## config.mk

```make
export PLATFORM = sky130hd
export DESIGN_NAME = nps_cell
export DESIGN_NICKNAME = d
export VERILOG_FILES = /design/src/rtl/nps_pkg.sv /design/src/rtl/nps_cell.sv
export SDC_FILE = /design/constraint.sdc
export NUM_CORES = 1
export LEC_CHECK = 0
export BUFFER_PORTS_ARGS = -buffer_cell sky130_fd_sc_hd__buf_4
export CAP_MARGIN = 5
export CORE_ASPECT_RATIO = 0.6
export CORE_MARGIN = 3
export CORE_UTILIZATION = 40
export DETAILED_ROUTE_END_ITERATION = 10
export SETUP_SLACK_MARGIN = 0.3
export SLEW_MARGIN = 20
export SYNTH_ARGS = -nofsm -noshare
export SYNTH_HDL_FRONTEND = slang
export SYNTH_SLANG_ARGS = --single-unit
```

## constraint.sdc

```tcl
create_clock -name clk_i -period 14.15 [get_ports clk_i]
set_input_delay 2.1225 -clock clk_i [delete_from_list [all_inputs] [get_ports clk_i]]
set_output_delay 2.1225 -clock clk_i [all_outputs]
set_load 0.01 [all_outputs]
```

## src/rtl/nps_pkg.sv

```systemverilog
`timescale 1ns / 1ps
`default_nettype none
// ----------------------------------------------------------------------------
// nps_pkg: shared types and constants for the nearest point search block
// Payload structs, the distance chain token, op codes and controller states.
// ----------------------------------------------------------------------------
package nps_pkg;

  // field widths
  localparam int unsigned COORD_W = 16;
  localparam int unsigned AXES    = 3;
  localparam int unsigned DIST_W  = 2 * COORD_W + 2;
  localparam int unsigned NIDX_W  = 8;
  localparam int unsigned NP_W    = 9;

  // register port
  localparam int unsigned APB_AW = 3;
  localparam int unsigned APB_DW = 32;
  localparam logic [APB_AW-1:0] ADDR_NUM_POINTS = APB_AW'(0);

  // operation codes
  localparam logic OP_WRITE = 1'b0;
  localparam logic OP_QUERY = 1'b1;

  typedef logic signed [COORD_W-1:0] coord_t;
  // element 0 is x, 1 is y, 2 is z
  typedef coord_t [AXES-1:0] coord_vec_t;

  // input item
  typedef struct packed {
    logic               operation;
    logic [NIDX_W-1:0]  point_index;
    coord_t             coord_x;
    coord_t             coord_y;
    coord_t             coord_z;
  } nps_cmd_t;

  // result item
  typedef struct packed {
    logic [NIDX_W-1:0]  nearest_index;
    logic [DIST_W-1:0]  min_distance_sq;
    logic               found;
  } nps_res_t;

  // token travelling down the distance chain
  typedef struct packed {
    logic               valid;
    logic               last;
    coord_vec_t         coords;
    logic [DIST_W-1:0]  sum;
  } nps_tok_t;

  typedef enum logic [1:0] {
    ST_IDLE,
    ST_SCAN,
    ST_DRAIN,
    ST_PUSH
  } nps_state_e;

endpackage
`default_nettype wire

```

## src/rtl/nps_cell.sv

```systemverilog
`timescale 1ns / 1ps
`default_nettype none
// ----------------------------------------------------------------------------
// nps_cell: one axis of the distance chain
// Holds one query coordinate, squares its distance to the coordinate at the
// head of the token and adds it to the partial sum. The coordinates rotate by
// one place so the next cell finds its axis at the head.
// ----------------------------------------------------------------------------
module nps_cell (
  input  wire logic              clk_i,
  input  wire logic              rst_ni,
  input  wire logic              load_i,
  input  wire nps_pkg::coord_t   qcoord_i,
  input  wire nps_pkg::nps_tok_t tok_i,
  output nps_pkg::nps_tok_t      tok_o
);
  import nps_pkg::*;

  coord_t                qcoord_q;
  logic [COORD_W:0]      dif;
  logic [COORD_W:0]      mag;
  logic [COORD_W-1:0]    diff_q;
  logic [2*COORD_W-1:0]  sq;
  nps_tok_t              tok_rot;
  nps_tok_t              tok_a_q;
  nps_tok_t              tok_b_d;
  nps_tok_t              tok_b_q;

  // query coordinate for this axis
  always_ff @(posedge clk_i) begin
    if (load_i) begin
      qcoord_q <= qcoord_i;
    end
  end

  // absolute difference, magnitude fits in COORD_W bits
  assign dif = {qcoord_q[COORD_W-1], qcoord_q} - {tok_i.coords[0][COORD_W-1], tok_i.coords[0]};
  assign mag = dif[COORD_W] ? (~dif + 1'b1) : dif;

  // rotate so the next axis sits at the head
  always_comb begin
    tok_rot        = tok_i;
    tok_rot.coords = {tok_i.coords[0], tok_i.coords[AXES-1:1]};
  end

  // stage a: difference
  always_ff @(posedge clk_i or negedge rst_ni) begin
    if (!rst_ni) begin
      tok_a_q <= '0;
    end else begin
      tok_a_q <= tok_rot;
    end
  end

  always_ff @(posedge clk_i) begin
    diff_q <= mag[COORD_W-1:0];
  end

  // stage b: square and accumulate
  assign sq = diff_q * diff_q;

  always_comb begin
    tok_b_d     = tok_a_q;
    tok_b_d.sum = tok_a_q.sum + DIST_W'(sq);
  end

  always_ff @(posedge clk_i or negedge rst_ni) begin
    if (!rst_ni) begin
      tok_b_q <= '0;
    end else begin
      tok_b_q <= tok_b_d;
    end
  end

  assign tok_o = tok_b_q;

endmodule
`default_nettype wire

```

### Yosys cells after proc, flatten, opt, wreduce, memory -nomap -nowiden

Cells that the tools add are included.

* bits in registers: 200
* latch bits: 0
* RAM bits: 0
* memory bits (read-only): 0
* input bits: 103
* output and inout port bits: 84
* memories kept: 0

* add/sub/neg operators: 3
* multipliers: 1
* div/mod/pow operators: 0
* order comparisons: 0
* equality and inequality tests: 0
* shift operators: 0
* multiplexer cells: 1
* bitwise operators: 1
* reductions and logical operators: 0

Operator list (count)
* $add 34x32->34: 1
* $mul 16x16->32: 1
* $sub 16x16->17: 1
* $add 16x1->16 const B: 1
* $mux 16: 1
* $not 16->16: 1

### Logic depth before layout (Yosys ltp)

* depth after elaboration: 4
* depth in mapped cells: 24

### Worst setup path after synthesis

OpenSTA, ideal clock, no wires.

* path kind: register to register
* from: register diff_q[4]
* to: register tok_b_q (netlist bit tok_o[32])
* arrival time: 5993 ps
* data required time: 14026 ps
* setup slack: 8033 ps
* stages on the path, launching flop included: 23
* path buffers: 2
* period minus slack after synthesis: 6117 ps
* cell sequence: dfxtp_1 clkbuf_1 buf_1 nand2_1 fa_1 inv_1 fa_1 inv_1 fa_1 inv_1 fa_1 fa_1 fa_1 ha_1 and3_1 a221o_1 a21oi_1 o211ai_1 o311ai_0 a31oi_1 nand4_1 nand2_1 xor2_1

RTL lines
* from (decl): RTL line nps_cell.sv:22 `logic [COORD_W-1:0] diff_q;`
* from (signal assigned): RTL line nps_cell.sv:56 `diff_q <= mag[COORD_W-1:0];`
* to (signal assigned): RTL line nps_cell.sv:71 `tok_b_q <= tok_b_d;`
* to (decl): RTL line nps_cell.sv:27 `nps_tok_t tok_b_q;`

==> results.ini <==
[run_status]
status = finished clean

[final_layout]
layout-drive-gt1-share_pct = 15.4
area_delta_synth_final_pct = 17.4
final_common_cell = inv_1
final_nets = 1951
layout_common_cells = 373 x inv_1, 193 x fa_1, 187 x buf_4
antenna_cells = 0

[global_route]
overflow = 0
grt_max_degree = 66
antenna_found_initial = 0
grt_pass1_wl_um = 52700
track_usage_pct = 17.5
grt_pass1_vias = 9935

[cts]
clock_latency_ps = 460
cts_tree = yes
cts_resized = 0
htree_num_levels = 4
clkSlewWorstSetupHoldPaths_ps = 80
post-cts-setup-buffers = 0
clk_root_buffer_cell = clkbuf_16
ctsHoldBuffers = 0
cts_buffers = 17
clock_sinks = 200
ctsLongestPathBuffers = 2

[timing]
hold_viol_final = 0
slew_headroom_pct = 46.2
fmax_ghz = 0.135
fin_crit_sh_pct = 52.4
grt_setup_unrepaired = no
skew_ps = 12.6
tightest_slew_ps = 806
setup_viol = 0
fin_tns_setup_ps = 0
drv_slew = 0
period_minus_slack_ps = 7420

[detailed_routing]
dr.first_iter.drc_count = 484
drc = 0
antenna_left = 0
via_per_inst = 4.60
via_count = 9225
drt-pass1-iter-count = 5
drt_wl_total_um = 31900
wl_per_cell_um = 15.9

[synthesis]
synth_compound_area_share_pct = 5.98
avgSynthCellArea_um2 = 10.8
synth-xor-area-share_pct = 3.62
synth.yosys.seq_area_share_pct = 34.5
synthMuxAreaShare_pct = 0.155
synth_top_family_by_area = adder cells
synth_cell_type_count = 59
yosysTopAreaCell = dfrtp_1
yosysTopAreaCellShare_pct = 29.0
yosys_warnings = 0
synth_top_flop_cell = dfrtp_1
synthSimpleGateAreaFrac_pct = 7.90
synthArstFlopShare_pct = 84.0
syn-num-nets = 1764
ys_top_cells_by_area = dfrtp_1 29%, fa_1 27%, ha_1 11%
yosys_register_bits = 200
syn-instance-count = 1340
synth_edf_count = 16
mappedNetlistArea_um2 = 14500
synth_fa_ha_area_share_pct = 37.7

[worst_setup_path]
worstSetupStartpointType = flip-flop
critPathArrivalTime_ps = 7770
critPathRequiredTime_ps = 14500
crit_chain = inv_1, nor2_1, ha_1, xor2_1, fa_1, fa_1, inv_1, fa_1, fa_1, inv_1, fa_1, inv_1, ha_1, a21o_1, a221o_1, a21oi_1, o211ai_1, o311ai_0, a31oi_1, nand4_1, nand2_1, xor2_1
max_stage_delay_ps = 760
critPathKind = reg2reg
cp_max_fo = 12
critical_path.endpoint_type = flip-flop
crit_path_frequent_cell = fa_1
slowest_stage = o311ai_0

[die]
core_um2 = 35300
die_h_um = 154
io_pins = 187
rows = 53
die_area_um2 = 38700
dieWidth_um = 252
start_util_pct = 41.0

[place]
portBuffers = 186
dp.final_hpwl_um = 26100
place_congestion = 0.866

[flow_run]
cap_violations = 0

[worst_hold_path]
min_path_type = reg2reg

synth_stat cells (7+ instances only):
| cell | number |
|---|---|
| inv_1 | 373 |
| fa_1 | 193 |
| dfrtp_1 | 168 |
| ha_1 | 128 |
| nand2_1 | 93 |
| xnor2_1 | 45 |
| and2_1 | 42 |
| a21oi_1 | 37 |
| nor2_1 | 37 |
| clkbuf_1 | 19 |
| o21ai_0 | 18 |
| dfxtp_1 | 16 |
| edfxtp_1 | 16 |
| a21o_1 | 15 |
| xor2_1 | 15 |
| nand3_1 | 13 |
| nor2b_1 | 9 |
| nand2b_1 | 8 |
| and3_1 | 7 |
| o21a_1 | 7 |
through the flow:
stage | worst slack (ps) | hold WS [ps] | utilization [%] | instance area, um^2 | cells
after floorplan | 8030 | 331 | - | 14500 | 1340
after global placement | 6160 | 331 | 46.5 | 16400 | 1975
after detailed placement | 6820 | 335 | 46.5 | 16400 | 1975
after CTS | 6790 | 346 | 48.2 | 17000 | 2007
after global routing | 6170 | 347 | 48.2 | 17000 | 2007
final | 6730 | 347 | 48.2 | 17000 | 2007
sequential cells by signal, summed over array words and instances (netlist names):
register,cells
tok_o,84
qcoord_q,16
tok_a_q,84
diff_q,16
cell type report:
type / count / area (um^2)
clock inverters: 13 / 156
flip-flops and latches: 200 / 5000
well taps: 467 / 584
repair buffers: 188 / 1420
fillers: 3223 / 18300
inverters: 373 / 1400
multi-input cells: 747 / 8030
clock buffers: 19 / 443
path summary, 6_finish.rpt:
path	endpoint	slack [ps]	start	depth (start not counted)
min	tok_o[68]$_DFF_PN0_	350	tok_a_q[68]$_DFF_PN0_	0
max	tok_o[32]$_DFF_PN0_	6730	diff_q[12]$_DFF_P_	22
max in group asynchronous	tok_a_q[80]$_DFF_PN0_	10680	rst_ni	3
max reg2reg	tok_o[32]$_DFF_PN0_	6730	diff_q[12]$_DFF_P_	22
min reg2reg	tok_o[68]$_DFF_PN0_	350	tok_a_q[68]$_DFF_PN0_	0
min in group asynchronous	tok_o[45]$_DFF_PN0_	1570	rst_ni	1
logic make-up (layout without fill, tap and decap cells):
kind of cell,after synthesis,count (layout)
xor gates and xnor gates,60,60
and+or+nand+nor,234,234
AOI/OAI and AO/OA,130,130
muxes,2,2
DFF,200,200
adders and majority gates,321,321
buffers and inverters,393,593
critical path: cells and delay by family (launching register included):
family	cells	cell delay, ps
adder cells (fa/ha/maj)	7	3070
XOR/XNOR	2	500
AO/OA/AOI/OAI	6	2190
buffers and inverters	4	420
flip-flops	1	670
AND/OR/NAND/NOR	3	470
per-layer routing:
metal | GRT usage [%] | up-vias | routed length (um)
li1 | - | 4424 | -
met1 | 26.2 | 4532 | 15700
met2 | 24.9 | 246 | 13400
met3 | 5.49 | 23 | 2440
met4 | 4.06 | 0 | 346
met5 | 0 | - | 0
Power is left out: the tool's default activity adds up to more than one toggle a clock period on the data nets, which glitch-free logic cannot reach.
