**config.mk**
```make
export PLATFORM = sky130hd
export DESIGN_NAME = nps_best
export DESIGN_NICKNAME = d
export VERILOG_FILES = /design/src/rtl/nps_pkg.sv /design/src/rtl/nps_best.sv
export SDC_FILE = /design/constraint.sdc
export NUM_CORES = 1
export LEC_CHECK = 0
export ABC_AREA = 1
export BUFFER_PORTS_ARGS = -buffer_cell sky130_fd_sc_hd__buf_2
export CORE_ASPECT_RATIO = 0.8
export CORE_MARGIN = 2
export CORE_UTILIZATION = 45
export CTS_CLUSTER_SIZE = 16
export DETAILED_ROUTE_END_ITERATION = 16
export GPL_TIMING_DRIVEN = 0
export PLACE_DENSITY = 0.75
export SLEW_MARGIN = 0
export SYNTH_ARGS = -nofsm -noshare
export SYNTH_HDL_FRONTEND = slang
export SYNTH_SLANG_ARGS = --single-unit
```
**constraint.sdc**
```tcl
create_clock -name clk_i -period 4.5 [get_ports clk_i]
set_clock_uncertainty 0.1 [all_clocks]
set_input_delay 0.9 -clock clk_i [delete_from_list [all_inputs] [get_ports clk_i]]
set_output_delay 0.9 -clock clk_i [all_outputs]
set_load 0.02 [all_outputs]
```
**src/rtl/nps_pkg.sv**
```systemverilog
`timescale 1ns / 1ps
`default_nettype none
// ----------------------------------------------------------------------------
// nps_pkg: shared types and constants for the nearest point search block
// Payload structs, the distance chain token, op codes and controller states.
// ----------------------------------------------------------------------------
package nps_pkg;

  // field widths
  localparam int unsigned COORD_W = 16;
  localparam int unsigned AXES    = 3;
  localparam int unsigned DIST_W  = 2 * COORD_W + 2;
  localparam int unsigned NIDX_W  = 8;
  localparam int unsigned NP_W    = 9;

  // register port
  localparam int unsigned APB_AW = 3;
  localparam int unsigned APB_DW = 32;
  localparam logic [APB_AW-1:0] ADDR_NUM_POINTS = APB_AW'(0);

  // operation codes
  localparam logic OP_WRITE = 1'b0;
  localparam logic OP_QUERY = 1'b1;

  typedef logic signed [COORD_W-1:0] coord_t;
  // element 0 is x, 1 is y, 2 is z
  typedef coord_t [AXES-1:0] coord_vec_t;

  // input item
  typedef struct packed {
    logic               operation;
    logic [NIDX_W-1:0]  point_index;
    coord_t             coord_x;
    coord_t             coord_y;
    coord_t             coord_z;
  } nps_cmd_t;

  // result item
  typedef struct packed {
    logic [NIDX_W-1:0]  nearest_index;
    logic [DIST_W-1:0]  min_distance_sq;
    logic               found;
  } nps_res_t;

  // token travelling down the distance chain
  typedef struct packed {
    logic               valid;
    logic               last;
    coord_vec_t         coords;
    logic [DIST_W-1:0]  sum;
  } nps_tok_t;

  typedef enum logic [1:0] {
    ST_IDLE,
    ST_SCAN,
    ST_DRAIN,
    ST_PUSH
  } nps_state_e;

endpackage
`default_nettype wire

```
**src/rtl/nps_best.sv**
```systemverilog
`timescale 1ns / 1ps
`default_nettype none
// ----------------------------------------------------------------------------
// nps_best: running minimum at the end of the distance chain
// Numbers the tokens in arrival order and keeps the first smallest sum.
// ----------------------------------------------------------------------------
module nps_best #(
  parameter int unsigned IDX_W = 8
) (
  input  wire logic              clk_i,
  input  wire logic              rst_ni,
  input  wire logic              start_i,
  input  wire nps_pkg::nps_tok_t tok_i,
  output logic                   done_o,
  output logic [IDX_W-1:0]       best_idx_o,
  output logic [nps_pkg::DIST_W-1:0] best_dist_o,
  output logic                   found_o
);
  import nps_pkg::*;

  logic [IDX_W-1:0]  idx_q;
  logic [IDX_W-1:0]  best_idx_q;
  logic [DIST_W-1:0] best_dist_q;
  logic              found_q;
  logic              done_q;
  logic              take;

  // strict compare keeps the lowest index on a tie
  assign take = tok_i.valid && (!found_q || (tok_i.sum < best_dist_q));

  // entry counter and found flag
  always_ff @(posedge clk_i or negedge rst_ni) begin
    if (!rst_ni) begin
      idx_q   <= '0;
      found_q <= 1'b0;
      done_q  <= 1'b0;
    end else begin
      done_q <= tok_i.valid && tok_i.last;
      if (start_i) begin
        idx_q   <= '0;
        found_q <= 1'b0;
      end else if (tok_i.valid) begin
        idx_q   <= idx_q + 1'b1;
        found_q <= 1'b1;
      end
    end
  end

  // best so far
  always_ff @(posedge clk_i) begin
    if (start_i) begin
      best_idx_q  <= '0;
      best_dist_q <= '0;
    end else if (take) begin
      best_idx_q  <= idx_q;
      best_dist_q <= tok_i.sum;
    end
  end

  assign done_o      = done_q;
  assign best_idx_o  = best_idx_q;
  assign best_dist_o = best_dist_q;
  assign found_o     = found_q;

endmodule
`default_nettype wire

```
# After elaboration in Yosys (flattened, before gate mapping)
# Index checks and enable logic that the tools add are counted.
dict set report word_totals {
  ff_bits 52
  out_inout_bits 44
  in_bits 87
  word_cells 16
}
dict set report op_classes {
  n_mux 4
  reduce_logical 5
  order_cmp 1
  addsub 1
}
# operator n
set ops {}
lappend ops {{$lt A34 B34 Y1} 1}
lappend ops {{$mux W8} 2}
lappend ops {{$add A8 B1 Y8 const B} 1}
lappend ops {{$logic_and A1 B1 Y1} 2}
lappend ops {{$mux W1} 2}
lappend ops {{$reduce_bool A2 Y1} 1}
lappend ops {{$logic_not A1 Y1} 1}
lappend ops {{$logic_or A1 B1 Y1} 1}

# Depth between registers and ports, before layout
dict set report logic_depth {
  ltp_word 3
  depth_mapped 18
  mapped_depth_nobuf 17
}

# Least setup slack after synthesis
# No wires, ideal clock.
dict set report synth_timing {
  kind {input-to-reg}
  startpoint {in tok_i[25] in the netlist's numbering}
  endpoint {reg best_dist_q[4], in the netlist best_dist_o[4]}
  path_stages 14
  required_time_ns 4.285
  setup_ns 0.115
  arrival_ns 2.195
  setup_slack_ns 2.090
  path_buffers 2
  path_cell_list {ha_1 a21o_1 nor2_1 nand2_1 nand2_1 nand2_1 nor2_1 nand2_1 nand2_2 buf_6 buf_6 nand3b_1 nand2_1 nor2_1}
}
dict set report synth_via {
  elab_chain_len 3
}
# item line_no
set synth_rtl {}
lappend synth_rtl {{from (decl)} nps_best.sv:13} ;# input wire nps_pkg::nps_tok_t tok_i,
lappend synth_rtl {{$lt A34 B34 Y1} nps_best.sv:29} ;# assign take = tok_i.valid && (!found_q || (tok_i.sum < best_dist_q));
lappend synth_rtl {{$logic_or A1 B1 Y1} nps_best.sv:29}
lappend synth_rtl {{$logic_and A1 B1 Y1} nps_best.sv:29}
lappend synth_rtl {{to (signal assigned)} nps_best.sv:56} ;# best_dist_q <= tok_i.sum;
lappend synth_rtl {{to (decl)} nps_best.sv:23} ;# logic [DIST_W-1:0] best_dist_q;
# Every way passes these cells.
# A chain may end at the register's enable or synchronous reset.

# Final worst setup path
dict set report layout_timing {
  startpoint {in tok_i[33] in the netlist's numbering}
  endpoint {reg best_idx_q[4], in the netlist best_idx_o[4]}
}
dict set report layout_via {
  elab_chain_len 3
}
# item line_no
set layout_rtl {}
lappend layout_rtl {{$lt A34 B34 Y1} nps_best.sv:29}
lappend layout_rtl {{$logic_or A1 B1 Y1} nps_best.sv:29}
lappend layout_rtl {{$logic_and A1 B1 Y1} nps_best.sv:29}
lappend layout_rtl {{to (signal assigned)} nps_best.sv:55} ;# best_idx_q <= idx_q;
lappend layout_rtl {{to (decl)} nps_best.sv:22} ;# logic [IDX_W-1:0] best_idx_q;
# Every way passes these cells.

==> results.md <==
- The run finished with clean final reports.
- The setup check on the worst reg-to-reg path leaves a slack of about 2.3 ns.
- For this run, the number of Yosys warnings is 0.
- Setup repair after global routing left no endpoint under its margin.
- The area added between synthesis and finish is 18.96%.
- By area, the combinational part of the netlist is dominated by simple AND/OR/NAND/NOR gates.
- Dividing the detail-routed wire length by the instance count gives between 10 and 15 um.
- The library cell used most frequently in the layout, excluding fill and tap cells, is nand2_1.
- STA classifies the critical path endpoint as a flop.
- The adder and majority cell fraction of the synthesized area is between 10% and 20%.
- The required time of the critical path is 4.60 ns.
- The overall overflow remaining after global route is 0.
- The pre-antenna-repair detailed-routing pass consisted of 4 iterations.
- The transition at the pin with the smallest max-transition slack is about 0.53 ns.
- Across the run, the number of max-cap violations was 0.
- The global-route wire length before repair is about 13000 um.
- The end of the worst register-to-register path is best_idx_o[4].
- The net total in the final layout is between 600 and 700.
- Traced cell by cell, the critical path runs through buf_2 -> ha_1 -> a21oi_1 -> o21ai_0 -> nor2_1 -> nand2_1 -> nor2_1 -> nand2_1 -> nand2_2 -> buf_6 -> buf_6 -> nand3_1 -> nand2_1 -> nor2_1.
- The number of antenna violations at the first check in global routing is 0.
- The count of antenna diodes in the layout is 0.
- Together, buffers and inverters on the worst path number 3.
- On the worst path, the slowest cell contributes a delay of 0.31 ns.
- Input and output buffers added on the ports amount to 81.
- In this run the static leakage power is 1.977 nW.
- The final routed wirelength across all metal layers is 7819 um.
- Summing internal, switching and leakage power gives ~1.2 mW.
- The startpoint identified for the worst register-to-register timing path is best_dist_o[21].
- The congestion estimate from routability-driven global placement came to slightly above 0.8.
- IR analysis of the VDD net gives a maximum drop of 167.2 uV.
- The TritonCTS clock tree is done.
- The detail-routed via count per cell is 4.801.
- The via count of the first global-routing pass is about 2800.
- Post-CTS repair changed the size of 0 cells.
- After routing, the total negative slack on setup checks comes to 0 ns.
- For this design, the slowest cell found on the critical path is ha_1.
- The synthesized area per cell is about 7 um^2.
- The count of final max-slew check failures is 0.
- The cell area after synthesis is around 3200 um^2.
- The clock transition time at the flip-flop clock pins of the worst setup and hold paths is 0.10 ns.
- The startpoint kind of the worst setup timing path is an input pin.
- Synthesis handed over a netlist of ~450 instances.
- The number of antenna-violating nets in the routed design is 0.
- The number of DRC violations after detailed routing is 0.
- The setup fix buffers added after clock tree synthesis is 0.
- The die boundary height is slightly below 80 um.
- STA puts the critical path data arrival time at about 2.6 ns.
- The initial core utilization is about 47%.
- For this run, the top clock speed supported by timing is between 400 and 500 MHz.
- The number of buffers inserted during clock tree synthesis is 5.
- The most critical setup path has its startpoint at tok_i[33].
- The fraction of synthesized area in multiplexers is 0%.
- The number of violations reported at the end of detailed-routing iteration 0 is approximately 120.
- The worst slew margin relative to its limit is 64.81%.
- The critical-path maximum fanout is 10.
- The time the final worst path needs with I/O delays and setup is around 2.5 ns.
- The core outline area is between 6000 and 7000 um^2.
- The CTS H-tree depth is 2.
- Excluding fillers, the count of instances in the completed layout stands at 623.
- Entering global routing, the biggest net connects 16 pins.
- Global routing used around a fifth of the available tracks across all layers.
- After synthesis the netlist holds a flip-flop and latch count of 52.
- The worst path uses around 55% of the clock period.
- The number of instances in the placed design is 615.
- Detailed routing placed a total of between 400 and 500 um of wire on met3.
- The worst-case setup slack after placement is between 1.5 and 2 ns.
- Summing the areas of all compound-gate instances in the mapped netlist gives 10.92% of the synthesized area.
- The clock latency on the worst-skew pair is approximately 0.31 ns.
- Of the synthesized area, sequential elements account for roughly 34%.
- The classification of the worst setup path is input pin to flop.
- In the final layout, the share of cells above drive strength 1 is around 20%.
- The class of the tightest hold or removal check is input pin to async pin.
- Routed signal wires occupy layers up through met4.
- Following the worst setup path forward leads to its endpoint at best_idx_o[4].
- The number of cell rows is 27.
- The number of nets in the synthesized netlist is approximately 570.
- The clock sink count is between 50 and 60.
- The kind of cell with the highest combined delay along the critical path is simple AND/OR/NAND/NOR gates.
- Once detailed placement completed, the half-perimeter wirelength came to 6057 um.
- In the final routing, the length of wire on met1 measures ~3700 um.
- between 100 and 150 I/O pins were placed.
- The number of library cell types mapped by synthesis is 24.
- Once routing completed, OpenROAD measured the worst setup slack at ~2 ns.
- The overall via count from detail_route is roughly 3000.
- The cell area after layout is ~3800 um^2.
- The die area is about 7800 um^2.
- The worst register-to-register path has a depth of 18.
- The count of cell instances traversed by the critical path is 14.
- Of the total synthesized cell area, the portion taken by AND, OR, NAND and NOR gates is ~30%.
- The areal power density over the cells is 301.5 nW/um^2.
- Of the total synthesized cell area, the portion taken by XOR and XNOR cells is 0%.
- The number of hold violations in the final report was 0.
- The clock root buffer master is clkbuf_8.
- In this run, post-CTS hold repair placed 0 buffers.
- In the layout the commonest cells are nand2_1, buf_2, nor2_1, inv_1, a21oi_1.
- After detailed placement, the total cell area comes to approximately 3700 um^2.
- The met2 wirelength from detailed routing is roughly 3600 um.
- The die width is between 90 and 100 um.
- Counting along the longest clock path gives a buffer depth of 2.
- The setup violation total in the final timing report is 0.
synth_stat cells:
cell	number	share of area, %
a21o_1	3	0.70
a21oi_1	58	9.1
and2_1	1	0.20
buf_1	6	0.70
buf_2	7	1.1
buf_6	8	2.8
clkbuf_1	3	0.35
dfrtp_1	10	7.8
dfxtp_1	42	26
ha_1	34	13
inv_1	59	6.9
nand2_1	92	11
nand2_2	1	0.20
nand3_1	12	1.9
nand3b_1	32	7.5
nand3b_2	1	0.35
nand4_1	3	0.59
nor2_1	62	7.3
nor2_2	1	0.20
nor3_1	4	0.62
nor4_2	1	0.39
o21ai_0	5	0.78
o21ai_1	1	0.16
o31ai_1	1	0.23
report_power, final:
group	switching [mW]	internal, mW
sequential	0.0256	0.498
combinational	0.207	0.136
clock	0.157	0.125
total	0.390	0.760
metal layers:
layer  track usage, %  vias up
met5                0        -
li1                 -     1603
met1            27.30     1314
met2            33.20       66
met3            5.254        8
met4            4.384        0
worst min-delay path by stage:
stage / from / endpoint
3_3_place_gp: best_idx_o[3] / best_idx_o[3]
5_1_grt: rst_ni / done_o
3_5_place_dp: best_idx_o[4] / best_idx_o[4]
6_report: rst_ni / done_o
4_1_cts: rst_ni / found_o
2_1_floorplan: idx_q[3] / idx_q[3]
stage by stage:
step	hold WS, ns	utilization, %
final	0.3411	55.36
after CTS	0.3431	55.36
after global routing	0.3386	55.36
after global placement	0.3658	53.99
after floorplan	0.3556	-
after detailed placement	0.3696	53.99
registers in the layout (all words and copies together), names as in the netlist:
| signal | count |
|---|---|
| best_idx_o | 8 |
| done_o | 1 |
| found_o | 1 |
| best_dist_o | 34 |
| idx_q | 8 |
kinds of logic (layout without fill, tap and decap cells):
logic type                 Yosys count  after routing
adders and majority gates           34             34
and+or+nand+nor                    210            210
AOI/OAI and AO/OA                   68             68
DFF                                 52             52
buffers and inverters               83            172
final cells by class:
cell class | instances | area (um^2)
fillers | 678 | 3077
multi-input cells | 312 | 1735
flip-flops and latches | 52 | 1091
repair buffers | 81 | 405.4
inverters | 59 | 221.5
plain buffers | 24 | 158.9
well taps | 87 | 108.9
clock buffers | 7 | 86.33
clock inverters | 1 | 7.507
Power figures use the tool's default switching activity.
